File: src/hdl/capture_record_stream_parser_defines.svh
// ----------------------------------------------------------------------------
// capture record stream parser assertion macros
// shared concurrent assertion forms for the parser modules
// ----------------------------------------------------------------------------
`ifndef CAPTURE_RECORD_STREAM_PARSER_DEFINES_SVH
`define CAPTURE_RECORD_STREAM_PARSER_DEFINES_SVH

// condition holds at every edge out of reset
`define CRSP_ASSERT_ALWAYS(label, clk, rst, cond, msg) \
   label: assert property (@(posedge clk) disable iff (rst) (cond)) \
      else $error(msg);

// consequent must hold after the antecedent, as a non-overlapping implication
`define CRSP_ASSERT_NEXT(label, clk, rst, ante, cons, msg) \
   label: assert property (@(posedge clk) disable iff (rst) (ante) |=> (cons)) \
      else $error(msg);

`endif

File: src/hdl/crsp_pkg.sv
// ----------------------------------------------------------------------------
// crsp_pkg
// types, codes and constants shared by the capture record stream parser
// ----------------------------------------------------------------------------
package crsp_pkg;

   typedef struct packed {
      logic       kind;
      logic [7:0] data_byte;
   } req_type;

   typedef struct packed {
      logic [2:0]  status;
      logic [7:0]  direction;
      logic [7:0]  request_flag;
      logic [15:0] stream_id;
      logic [15:0] op_code;
      logic [31:0] wire_length;
      logic [7:0]  key_length;
      logic [15:0] value_length;
      logic [31:0] frame_count;
      logic [31:0] meta_count;
   } rsp_type;

   typedef struct packed {
      logic       is_end;
      logic       is_meta_tag;
      logic       is_frame_tag;
      logic [7:0] data_byte;
   } cmd_type;

   typedef enum logic [3:0] {
      PH_MAGIC,
      PH_TYPE,
      PH_M_KLEN,
      PH_M_KEY,
      PH_M_VLEN,
      PH_M_VAL,
      PH_F_DIR,
      PH_F_REQ,
      PH_F_SID,
      PH_F_CODE,
      PH_F_LEN,
      PH_F_WIRE,
      PH_ERROR
   } phase_type;

   typedef enum logic [1:0] {
      ERR_NONE,
      ERR_CORRUPT,
      ERR_MAGIC
   } err_type;

   localparam logic [2:0] STATUS_META      = 3'd0;
   localparam logic [2:0] STATUS_FRAME     = 3'd1;
   localparam logic [2:0] STATUS_CLEAN     = 3'd2;
   localparam logic [2:0] STATUS_CORRUPT   = 3'd3;
   localparam logic [2:0] STATUS_BAD_MAGIC = 3'd4;

   localparam logic KIND_BYTE = 1'b0;
   localparam logic KIND_END  = 1'b1;

   localparam logic [7:0]  TAG_META         = 8'h4D;
   localparam logic [7:0]  TAG_FRAME        = 8'h46;
   localparam logic [31:0] WIRE_LIMIT_RESET = 32'd16777280;

   localparam int CMD_DEPTH = 4;
   localparam int RSP_DEPTH = 2;

   // expected prefix byte, zero beyond the eighth
   function automatic logic [7:0] magic_byte(input logic [3:0] idx);
      logic [7:0] value;
      case (idx)
         4'd0:    value = 8'h58;
         4'd1:    value = 8'h52;
         4'd2:    value = 8'h44;
         4'd3:    value = 8'h43;
         4'd4:    value = 8'h41;
         4'd5:    value = 8'h50;
         4'd6:    value = 8'h31;
         4'd7:    value = 8'h0A;
         default: value = 8'h00;
      endcase
      return value;
   endfunction

endpackage

File: src/hdl/crsp_fifo.sv
// ----------------------------------------------------------------------------
// crsp_fifo
// small register queue with push/full and pop/empty sides
// ----------------------------------------------------------------------------
`include "capture_record_stream_parser_defines.svh"

module crsp_fifo #(
   parameter int WIDTH = 8,
   parameter int DEPTH = 4
) (
   input  logic             clock,
   input  logic             reset,
   input  logic             push,
   input  logic [WIDTH-1:0] push_data,
   output logic             full,
   input  logic             pop,
   output logic [WIDTH-1:0] pop_data,
   output logic             empty
);

   localparam int PTR_BITS = (DEPTH > 1) ? $clog2(DEPTH) : 1;
   localparam int CNT_BITS = PTR_BITS + 1;

   logic [WIDTH-1:0]    mem_ff [DEPTH];
   logic [PTR_BITS-1:0] wr_ptr_ff, wr_ptr_in;
   logic [PTR_BITS-1:0] rd_ptr_ff, rd_ptr_in;
   logic [CNT_BITS-1:0] count_ff, count_in;
   logic                do_push;
   logic                do_pop;

   assign full     = (count_ff == CNT_BITS'(DEPTH));
   assign empty    = (count_ff == '0);
   assign do_push  = push && !full;
   assign do_pop   = pop && !empty;
   assign pop_data = mem_ff[rd_ptr_ff];

   always_comb begin
      wr_ptr_in = wr_ptr_ff;
      rd_ptr_in = rd_ptr_ff;
      count_in  = count_ff;
      if (do_push) begin
         wr_ptr_in = (wr_ptr_ff == PTR_BITS'(DEPTH - 1)) ? '0 : wr_ptr_ff + 1'b1;
      end
      if (do_pop) begin
         rd_ptr_in = (rd_ptr_ff == PTR_BITS'(DEPTH - 1)) ? '0 : rd_ptr_ff + 1'b1;
      end
      if (do_push && !do_pop) begin
         count_in = count_ff + 1'b1;
      end else if (do_pop && !do_push) begin
         count_in = count_ff - 1'b1;
      end
   end

   always_ff @(posedge clock) begin
      if (reset) begin
         wr_ptr_ff <= '0;
         rd_ptr_ff <= '0;
         count_ff  <= '0;
      end else begin
         wr_ptr_ff <= wr_ptr_in;
         rd_ptr_ff <= rd_ptr_in;
         count_ff  <= count_in;
      end
   end

   always_ff @(posedge clock) begin
      if (do_push) begin
         mem_ff[wr_ptr_ff] <= push_data;
      end
   end

   `CRSP_ASSERT_ALWAYS(a_count_bound, clock, reset, count_ff <= CNT_BITS'(DEPTH), "queue overfilled")
   `CRSP_ASSERT_NEXT(a_count_up, clock, reset, do_push && !do_pop, count_ff == $past(count_ff) + 1'b1, "push lost")
   `CRSP_ASSERT_NEXT(a_count_down, clock, reset, do_pop && !do_push, count_ff == $past(count_ff) - 1'b1, "pop lost")

endmodule

File: src/hdl/crsp_front.sv
// ----------------------------------------------------------------------------
// crsp_front
// accepts input words and tags them for the record parser
// ----------------------------------------------------------------------------
module crsp_front
   import crsp_pkg::*;
(
   input  logic    req_push,
   input  req_type req,
   output logic    req_full,
   input  logic    cmd_full,
   output logic    cmd_push,
   output cmd_type cmd
);

   assign req_full = cmd_full;
   assign cmd_push = req_push && !cmd_full;

   always_comb begin
      cmd.is_end       = (req.kind == KIND_END);
      cmd.is_meta_tag  = (req.data_byte == TAG_META);
      cmd.is_frame_tag = (req.data_byte == TAG_FRAME);
      cmd.data_byte    = req.data_byte;
   end

endmodule

File: src/hdl/crsp_back.sv
// ----------------------------------------------------------------------------
// crsp_back
// record parser state machine, field capture and result build
// ----------------------------------------------------------------------------
`include "capture_record_stream_parser_defines.svh"

module crsp_back
   import crsp_pkg::*;
#(
   parameter int MAGIC_BYTES = 8,
   parameter int COUNT_BITS  = 32
) (
   input  logic        clock,
   input  logic        reset,
   input  logic        cmd_valid,
   input  cmd_type     cmd,
   output logic        cmd_pop,
   input  logic        rsp_full,
   output logic        rsp_push,
   output rsp_type     rsp,
   input  logic        csr_write_en,
   input  logic [31:0] csr_write_data
);

   localparam int MIDX_BITS = (MAGIC_BYTES > 1) ? $clog2(MAGIC_BYTES) : 1;
   localparam logic [MIDX_BITS-1:0] MIDX_LAST = MIDX_BITS'(MAGIC_BYTES - 1);

   phase_type              phase_ff, phase_in;
   err_type                err_ff, err_in;
   logic [MIDX_BITS-1:0]   midx_ff, midx_in;
   logic [1:0]             fbi_ff, fbi_in;
   logic [31:0]            skip_ff, skip_in;
   logic [7:0]             dir_ff, dir_in;
   logic [7:0]             reqf_ff, reqf_in;
   logic [15:0]            sid_ff, sid_in;
   logic [15:0]            code_ff, code_in;
   logic [31:0]            len_ff, len_in;
   logic [7:0]             klen_ff, klen_in;
   logic [COUNT_BITS-1:0]  frames_ff, frames_in;
   logic [COUNT_BITS-1:0]  metas_ff, metas_in;
   logic [31:0]            max_len_ff;

   logic        step;
   logic [7:0]  b;
   logic        magic_ok;
   logic [31:0] wire_len_next;
   logic [15:0] value_len_next;
   logic        skip_last;

   assign step           = cmd_valid && !rsp_full;
   assign cmd_pop        = step;
   assign b              = cmd.data_byte;
   assign magic_ok       = (b == magic_byte(4'(midx_ff)));
   assign wire_len_next  = (fbi_ff == 2'd0) ? {24'd0, b} : {len_ff[23:0], b};
   assign value_len_next = {len_ff[7:0], b};
   assign skip_last      = (skip_ff == 32'd1);

   // next state
   always_comb begin
      phase_in = phase_ff;
      err_in   = err_ff;
      if (step) begin
         if (cmd.is_end) begin
            phase_in = PH_MAGIC;
            err_in   = ERR_NONE;
         end else begin
            case (phase_ff)
               PH_MAGIC: begin
                  if (!magic_ok) begin
                     phase_in = PH_ERROR;
                     err_in   = ERR_MAGIC;
                  end else if (midx_ff == MIDX_LAST) begin
                     phase_in = PH_TYPE;
                  end
               end
               PH_TYPE: begin
                  if (cmd.is_meta_tag) begin
                     phase_in = PH_M_KLEN;
                  end else if (cmd.is_frame_tag) begin
                     phase_in = PH_F_DIR;
                  end else begin
                     phase_in = PH_ERROR;
                     err_in   = ERR_CORRUPT;
                  end
               end
               PH_M_KLEN: phase_in = (b == 8'd0) ? PH_M_VLEN : PH_M_KEY;
               PH_M_KEY: begin
                  if (skip_last) phase_in = PH_M_VLEN;
               end
               PH_M_VLEN: begin
                  if (fbi_ff != 2'd0) begin
                     phase_in = (value_len_next == 16'd0) ? PH_TYPE : PH_M_VAL;
                  end
               end
               PH_M_VAL: begin
                  if (skip_last) phase_in = PH_TYPE;
               end
               PH_F_DIR: phase_in = PH_F_REQ;
               PH_F_REQ: phase_in = PH_F_SID;
               PH_F_SID: begin
                  if (fbi_ff != 2'd0) phase_in = PH_F_CODE;
               end
               PH_F_CODE: begin
                  if (fbi_ff != 2'd0) phase_in = PH_F_LEN;
               end
               PH_F_LEN: begin
                  if (fbi_ff == 2'd3) begin
                     if (wire_len_next > max_len_ff) begin
                        phase_in = PH_ERROR;
                        err_in   = ERR_CORRUPT;
                     end else if (wire_len_next == 32'd0) begin
                        phase_in = PH_TYPE;
                     end else begin
                        phase_in = PH_F_WIRE;
                     end
                  end
               end
               PH_F_WIRE: begin
                  if (skip_last) phase_in = PH_TYPE;
               end
               default: phase_in = phase_ff;
            endcase
         end
      end
   end

   // field capture and results
   always_comb begin
      midx_in   = midx_ff;
      fbi_in    = fbi_ff;
      skip_in   = skip_ff;
      dir_in    = dir_ff;
      reqf_in   = reqf_ff;
      sid_in    = sid_ff;
      code_in   = code_ff;
      len_in    = len_ff;
      klen_in   = klen_ff;
      frames_in = frames_ff;
      metas_in  = metas_ff;
      rsp_push  = 1'b0;
      rsp       = '0;
      if (step) begin
         if (cmd.is_end) begin
            rsp_push = 1'b1;
            if (err_ff == ERR_MAGIC || phase_ff == PH_MAGIC) begin
               rsp.status = STATUS_BAD_MAGIC;
            end else if (err_ff == ERR_CORRUPT || phase_ff != PH_TYPE) begin
               rsp.status = STATUS_CORRUPT;
            end else begin
               rsp.status = STATUS_CLEAN;
            end
            rsp.frame_count = 32'(frames_ff);
            rsp.meta_count  = 32'(metas_ff);
            midx_in   = '0;
            fbi_in    = '0;
            skip_in   = '0;
            dir_in    = '0;
            reqf_in   = '0;
            sid_in    = '0;
            code_in   = '0;
            len_in    = '0;
            klen_in   = '0;
            frames_in = '0;
            metas_in  = '0;
         end else begin
            case (phase_ff)
               PH_MAGIC: begin
                  if (magic_ok) begin
                     midx_in = (midx_ff == MIDX_LAST) ? '0 : midx_ff + 1'b1;
                  end
               end
               PH_M_KLEN: begin
                  klen_in = b;
                  skip_in = {24'd0, b};
                  fbi_in  = '0;
               end
               PH_M_KEY: begin
                  skip_in = skip_ff - 1'b1;
                  if (skip_last) fbi_in = '0;
               end
               PH_M_VLEN: begin
                  if (fbi_ff == 2'd0) begin
                     len_in = {24'd0, b};
                     fbi_in = 2'd1;
                  end else begin
                     len_in  = {16'd0, value_len_next};
                     fbi_in  = '0;
                     skip_in = {16'd0, value_len_next};
                     if (value_len_next == 16'd0) begin
                        rsp_push = 1'b1;
                     end
                  end
               end
               PH_M_VAL: begin
                  skip_in = skip_ff - 1'b1;
                  if (skip_last) rsp_push = 1'b1;
               end
               PH_F_DIR: dir_in = b;
               PH_F_REQ: begin
                  reqf_in = b;
                  fbi_in  = '0;
               end
               PH_F_SID: begin
                  sid_in = (fbi_ff == 2'd0) ? {8'd0, b} : {sid_ff[7:0], b};
                  fbi_in = (fbi_ff == 2'd0) ? 2'd1 : 2'd0;
               end
               PH_F_CODE: begin
                  code_in = (fbi_ff == 2'd0) ? {8'd0, b} : {code_ff[7:0], b};
                  fbi_in  = (fbi_ff == 2'd0) ? 2'd1 : 2'd0;
               end
               PH_F_LEN: begin
                  len_in = wire_len_next;
                  if (fbi_ff != 2'd3) begin
                     fbi_in = fbi_ff + 1'b1;
                  end else begin
                     fbi_in = '0;
                     if (wire_len_next <= max_len_ff) begin
                        skip_in = wire_len_next;
                        if (wire_len_next == 32'd0) rsp_push = 1'b1;
                     end
                  end
               end
               PH_F_WIRE: begin
                  skip_in = skip_ff - 1'b1;
                  if (skip_last) rsp_push = 1'b1;
               end
               default: skip_in = skip_ff;
            endcase
            if (rsp_push) begin
               if (phase_ff == PH_M_VLEN || phase_ff == PH_M_VAL) begin
                  metas_in         = (&metas_ff) ? metas_ff : metas_ff + 1'b1;
                  rsp.status       = STATUS_META;
                  rsp.key_length   = klen_in;
                  rsp.value_length = len_in[15:0];
               end else begin
                  frames_in        = (&frames_ff) ? frames_ff : frames_ff + 1'b1;
                  rsp.status       = STATUS_FRAME;
                  rsp.direction    = dir_in;
                  rsp.request_flag = reqf_in;
                  rsp.stream_id    = sid_in;
                  rsp.op_code      = code_in;
                  rsp.wire_length  = len_in;
               end
            end
         end
      end
   end

   always_ff @(posedge clock) begin
      if (reset) begin
         phase_ff   <= PH_MAGIC;
         err_ff     <= ERR_NONE;
         midx_ff    <= '0;
         fbi_ff     <= '0;
         skip_ff    <= '0;
         dir_ff     <= '0;
         reqf_ff    <= '0;
         sid_ff     <= '0;
         code_ff    <= '0;
         len_ff     <= '0;
         klen_ff    <= '0;
         frames_ff  <= '0;
         metas_ff   <= '0;
         max_len_ff <= WIRE_LIMIT_RESET;
      end else begin
         phase_ff  <= phase_in;
         err_ff    <= err_in;
         midx_ff   <= midx_in;
         fbi_ff    <= fbi_in;
         skip_ff   <= skip_in;
         dir_ff    <= dir_in;
         reqf_ff   <= reqf_in;
         sid_ff    <= sid_in;
         code_ff   <= code_in;
         len_ff    <= len_in;
         klen_ff   <= klen_in;
         frames_ff <= frames_in;
         metas_ff  <= metas_in;
         if (csr_write_en) begin
            max_len_ff <= csr_write_data;
         end
      end
   end

   `CRSP_ASSERT_ALWAYS(a_err_phase, clock, reset, (phase_ff == PH_ERROR) == (err_ff != ERR_NONE), "error kind out of step with phase")
   `CRSP_ASSERT_NEXT(a_end_clears, clock, reset, step && cmd.is_end, phase_ff == PH_MAGIC && frames_ff == '0 && metas_ff == '0, "end word did not clear parser")
   `CRSP_ASSERT_NEXT(a_frames_grow, clock, reset, !(step && cmd.is_end), frames_ff >= $past(frames_ff), "frame count went down")

endmodule

File: src/hdl/capture_record_stream_parser.sv
// a word is registered in the command queue and parsed from its head; any result is registered in the result queue
// throughput: one word per cycle while the result queue is not full, each word is one step of the parser state machine
// the parser stalls only when the result queue is full; the input side then fills its queue
// reset: synchronous, clears both queues and all parse state, length limit back to 16777280
// no memory clearing pass after reset; words are taken the cycle after reset drops
// ----------------------------------------------------------------------------
// capture_record_stream_parser
// capture byte stream parser: magic check, meta and frame records, summary
// ----------------------------------------------------------------------------
module capture_record_stream_parser
   import crsp_pkg::*;
#(
   parameter int MAGIC_BYTES = 8,
   parameter int COUNT_BITS  = 32
) (
   input  logic        clock,
   input  logic        reset,
   input  logic        req_push,
   input  req_type     req_data,
   output logic        req_full,
   output logic        rsp_empty,
   input  logic        rsp_pop,
   output rsp_type     rsp_data,
   input  logic        csr_write_en,
   input  logic [31:0] csr_write_data
);

   localparam int CMD_WIDTH = $bits(cmd_type);
   localparam int RSP_WIDTH = $bits(rsp_type);

   logic                 cmd_push;
   logic                 cmd_full;
   logic                 cmd_empty;
   logic                 cmd_pop;
   cmd_type              cmd_in;
   cmd_type              cmd_head;
   logic [CMD_WIDTH-1:0] cmd_head_vec;
   logic                 back_rsp_push;
   logic                 back_rsp_full;
   rsp_type              back_rsp;
   logic [RSP_WIDTH-1:0] rsp_vec;

   crsp_front u_front (
      .req_push (req_push),
      .req      (req_data),
      .req_full (req_full),
      .cmd_full (cmd_full),
      .cmd_push (cmd_push),
      .cmd      (cmd_in)
   );

   crsp_fifo #(
      .WIDTH (CMD_WIDTH),
      .DEPTH (CMD_DEPTH)
   ) u_cmd_fifo (
      .clock     (clock),
      .reset     (reset),
      .push      (cmd_push),
      .push_data (CMD_WIDTH'(cmd_in)),
      .full      (cmd_full),
      .pop       (cmd_pop),
      .pop_data  (cmd_head_vec),
      .empty     (cmd_empty)
   );

   assign cmd_head = cmd_type'(cmd_head_vec);

   crsp_back #(
      .MAGIC_BYTES (MAGIC_BYTES),
      .COUNT_BITS  (COUNT_BITS)
   ) u_back (
      .clock          (clock),
      .reset          (reset),
      .cmd_valid      (!cmd_empty),
      .cmd            (cmd_head),
      .cmd_pop        (cmd_pop),
      .rsp_full       (back_rsp_full),
      .rsp_push       (back_rsp_push),
      .rsp            (back_rsp),
      .csr_write_en   (csr_write_en),
      .csr_write_data (csr_write_data)
   );

   crsp_fifo #(
      .WIDTH (RSP_WIDTH),
      .DEPTH (RSP_DEPTH)
   ) u_rsp_fifo (
      .clock     (clock),
      .reset     (reset),
      .push      (back_rsp_push),
      .push_data (RSP_WIDTH'(back_rsp)),
      .full      (back_rsp_full),
      .pop       (rsp_pop),
      .pop_data  (rsp_vec),
      .empty     (rsp_empty)
   );

   assign rsp_data = rsp_type'(rsp_vec);

endmodule
File: config.mk
export PLATFORM = sky130hd
export DESIGN_NAME = capture_record_stream_parser
export DESIGN_NICKNAME = d
export VERILOG_FILES = /design/src/hdl/crsp_pkg.sv /design/src/hdl/crsp_fifo.sv /design/src/hdl/crsp_front.sv /design/src/hdl/crsp_back.sv /design/src/hdl/capture_record_stream_parser.sv
export VERILOG_INCLUDE_DIRS = /design/src /design/src/hdl
export SDC_FILE = /design/constraint.sdc
export NUM_CORES = 1
export LEC_CHECK = 0
export BUFFER_PORTS_ARGS = -buffer_cell sky130_fd_sc_hd__buf_2
export CORE_ASPECT_RATIO = 0.75
export CORE_MARGIN = 4
export CORE_UTILIZATION = 55
export DETAILED_ROUTE_END_ITERATION = 16
export HOLD_SLACK_MARGIN = 0.06
export PLACE_DENSITY = 0.72
export SLEW_MARGIN = 40
export SYNTH_ARGS = -nofsm -noshare
export SYNTH_HDL_FRONTEND = slang
export SYNTH_SLANG_ARGS = --single-unit
File: constraint.sdc
create_clock -name clock -period 30.8 [get_ports clock]
set_input_delay 3.08 -clock clock [delete_from_list [all_inputs] [get_ports clock]]
set_output_delay 3.08 -clock clock [all_outputs]
set_load 0.05 [all_outputs]
==> results.ini <==
[floorplanning]
initial_utilization_pct=55.9
fp.dieArea_um2=54900
die_w_um=269
pin_count=219
die_y_um=204
core_area_um2=50400
fp-row-count=71

[worst_setup_path]
critPathLaunchType=flip-flop
worstPathRequired_ns=27.72
endpoint_kind=output port
path_max_fanout=56
crit_arrival_ns=2.54
crit_type=reg2out

[yosys]
synth_nets=2537
syn_inst=2441
ys_ff_latch=634
netlist_area_um2=28200
synth_edf_count=386
synthTopCellsByArea=edfxtp_1 41%, dfxtp_1 18%, mux2_2 6.9%, nor2_1 3.5%, nand2_1 2.4%
synth_top_area_cell=edfxtp_1
avgSynthCellArea_um2=11.5
synthFlopType=edfxtp_1
ys_seq_area_share_pct=58.8
synth_top_area_share_pct=41.1
ys_types=78
yosysWarnings=0
ys_async_sr_fraction_pct=0

[cts]
clk_path_buf_depth=3
insertion_delay_ns=0.62
ctsHoldBuffers=0
ctsRootBufferMaster=clkbuf_16
cts_tree=built
cts_htree_levels=2
cts_setup_buffers=0
cts.sinks=634
post_cts_resized=0
path_clk_slew_ns=0.06
cts_buffers=60

[sta]
hold_viol_final=0
finClkSkew_ns=0.0204
final.setup.tns_ns=0
tightestPinTransition_ns=0.938
finalCritPeriodShare_pct=18.2
rsz0062_at_grt=no
max_slew_margin_pct=37.2
fin_crit_ns=5.62
max_clock_freq_mhz=178
drv_slew=0
setup_viol=0

[global_routing]
grt_util_all_layers_pct=25.8
grt_pass1_wl_um=113000
grt_overflow=0
grt_max_degree=96
grt_pass1_vias=20100
antenna_found_initial=1

[run]
drv_cap=0

[drt]
wl_per_cell_um=21.8
antenna_left=0
drt-vias-per-instance=6.19
firstDrtPassIters=7
route.detailed.drc=0
via_count=20500
first_iter_violations=2353
routed_wl_um=72300

[cells_and_area]
finalInstanceArea_um2=31900
area_growth_pct=13.4
stdcell_count=3316
nets=2704
drive_gt1_share_pct=22.4
antenna-diode-count=0

[outcome]
status=finished, final reports clean

[placement]
dp.cells=3202
gp_congestion=0.918
placed_cell_area_um2=29900
portBuffers=218
dpl.hpwl_um=48400

[hold_path]
min_path_type=reg2reg

[pwr]
pwr_density_cell_nw_per_um2=96.7
leakagePower_nw=11.3
irDropWorstVdd_uv=57.2

[logic make-up after synthesis]
family | count (synthesis) | share of synthesized area, %
flops | 634 | 58.8
compound gates | 453 | 11.0
simple gates | 821 | 14.3
buf+inv | 211 | 2.89
xor+xnor | 39 | 1.21
mux | 233 | 9.54
fa+ha+maj | 50 | 2.25
[cell usage in the layout, fill, tap and decap left out, types with 26 or more instances in the layout]
| master | n |
|---|---|
| clkbuf_16 | 61 |
| nand2_1 | 181 |
| buf_2 | 216 |
| o21ai_0 | 57 |
| dfxtp_1 | 246 |
| inv_1 | 63 |
| nor3_1 | 41 |
| o211ai_1 | 41 |
| nand4_1 | 26 |
| edfxtp_1 | 386 |
| o31ai_1 | 45 |
| mux2i_1 | 49 |
| and3_1 | 76 |
| a21oi_1 | 112 |
| nand3_1 | 61 |
| mux2_2 | 173 |
| ha_1 | 49 |
| a22oi_1 | 91 |
| nor2_1 | 261 |
| nor2b_1 | 36 |
[critical path: stages (launching register included)]
cell,delay [ns]
dfxtp_4,0.57
buf_4,0.67
mux2_2,0.43
buf_2,0.22
[power breakdown]
| group | total (W) | switching [W] | leakage (nW) | internal (W) |
|---|---|---|---|---|
| logic | 0.00122 | 0.000900 | 4.70 | 0.000320 |
| clock network | 0.000753 | 0.000321 | 0.978 | 0.000432 |
| registers | 0.00112 | 0.0000594 | 5.58 | 0.00106 |
| total | 0.00309 | 0.00128 | 11.3 | 0.00181 |
[layout make-up]
cell class | count | area [um^2]
Multi-Input combinational cell | 1596 | 10900
Sequential cell | 634 | 16600
Timing Repair Buffer | 249 | 1400
Clock buffer | 84 | 1680
Inverter | 67 | 251
Fill cell | 3894 | 18400
Clock inverter | 29 | 322
Tap cell | 657 | 822
[per-layer routing]
metal / global-route usage, % / routed length (um)
met4: 6.23 / 1550
met3: 5.59 / 6350
met2: 41.0 / 33300
met5: 0 / 18
met1: 36.8 / 31100
[registers in the layout (all words and copies together) (netlist names), 32 cells and up, named ones only]
name               flops
u_cmd_fifo.mem_ff     44
u_back.len_ff         32
u_back.metas_ff       32
u_rsp_fifo.mem_ff    342
u_back.skip_ff        32
u_back.frames_ff      32
u_back.max_len_ff     32
[Yosys cell counts (61+ instances only)]
library cell	number
nand3_1	63
inv_1	63
a21oi_1	112
and3_1	76
clkbuf_1	134
dfxtp_1	248
o21ai_0	61
nor2_1	266
edfxtp_1	386
mux2_2	173
nand2_1	183
a22oi_1	91
[per-stage QoR]
step                      hold WS, ns  worst slack, ns  util [%]  power (W)
final                           0.488            25.18      63.4    0.00309
after global routing            0.512            25.10      63.4    0.00322
after CTS                       0.483            25.12      63.3    0.00309
after detailed placement        0.467            25.16      59.3    0.00234
after global placement          0.456            25.23      59.1    0.00231
after floorplan                 0.443            19.99         -    0.00206
[final timing paths]
path / from / end / slack, ns / cells after the start
setup / recovery: flip-flop / rsp_data[38] / 25.18 / 3
hold / removal: u_back.err_ff[0] / u_back.err_ff[0] / 0.49 / 2
setup reg to reg: u_back.fbi_ff[0] / u_rsp_fifo.mem_ff[1][124] / 25.62 / 14
hold reg to reg: u_back.err_ff[0] / u_back.err_ff[0] / 0.49 / 2
No activity file was read; power rests on OpenSTA's default activity.
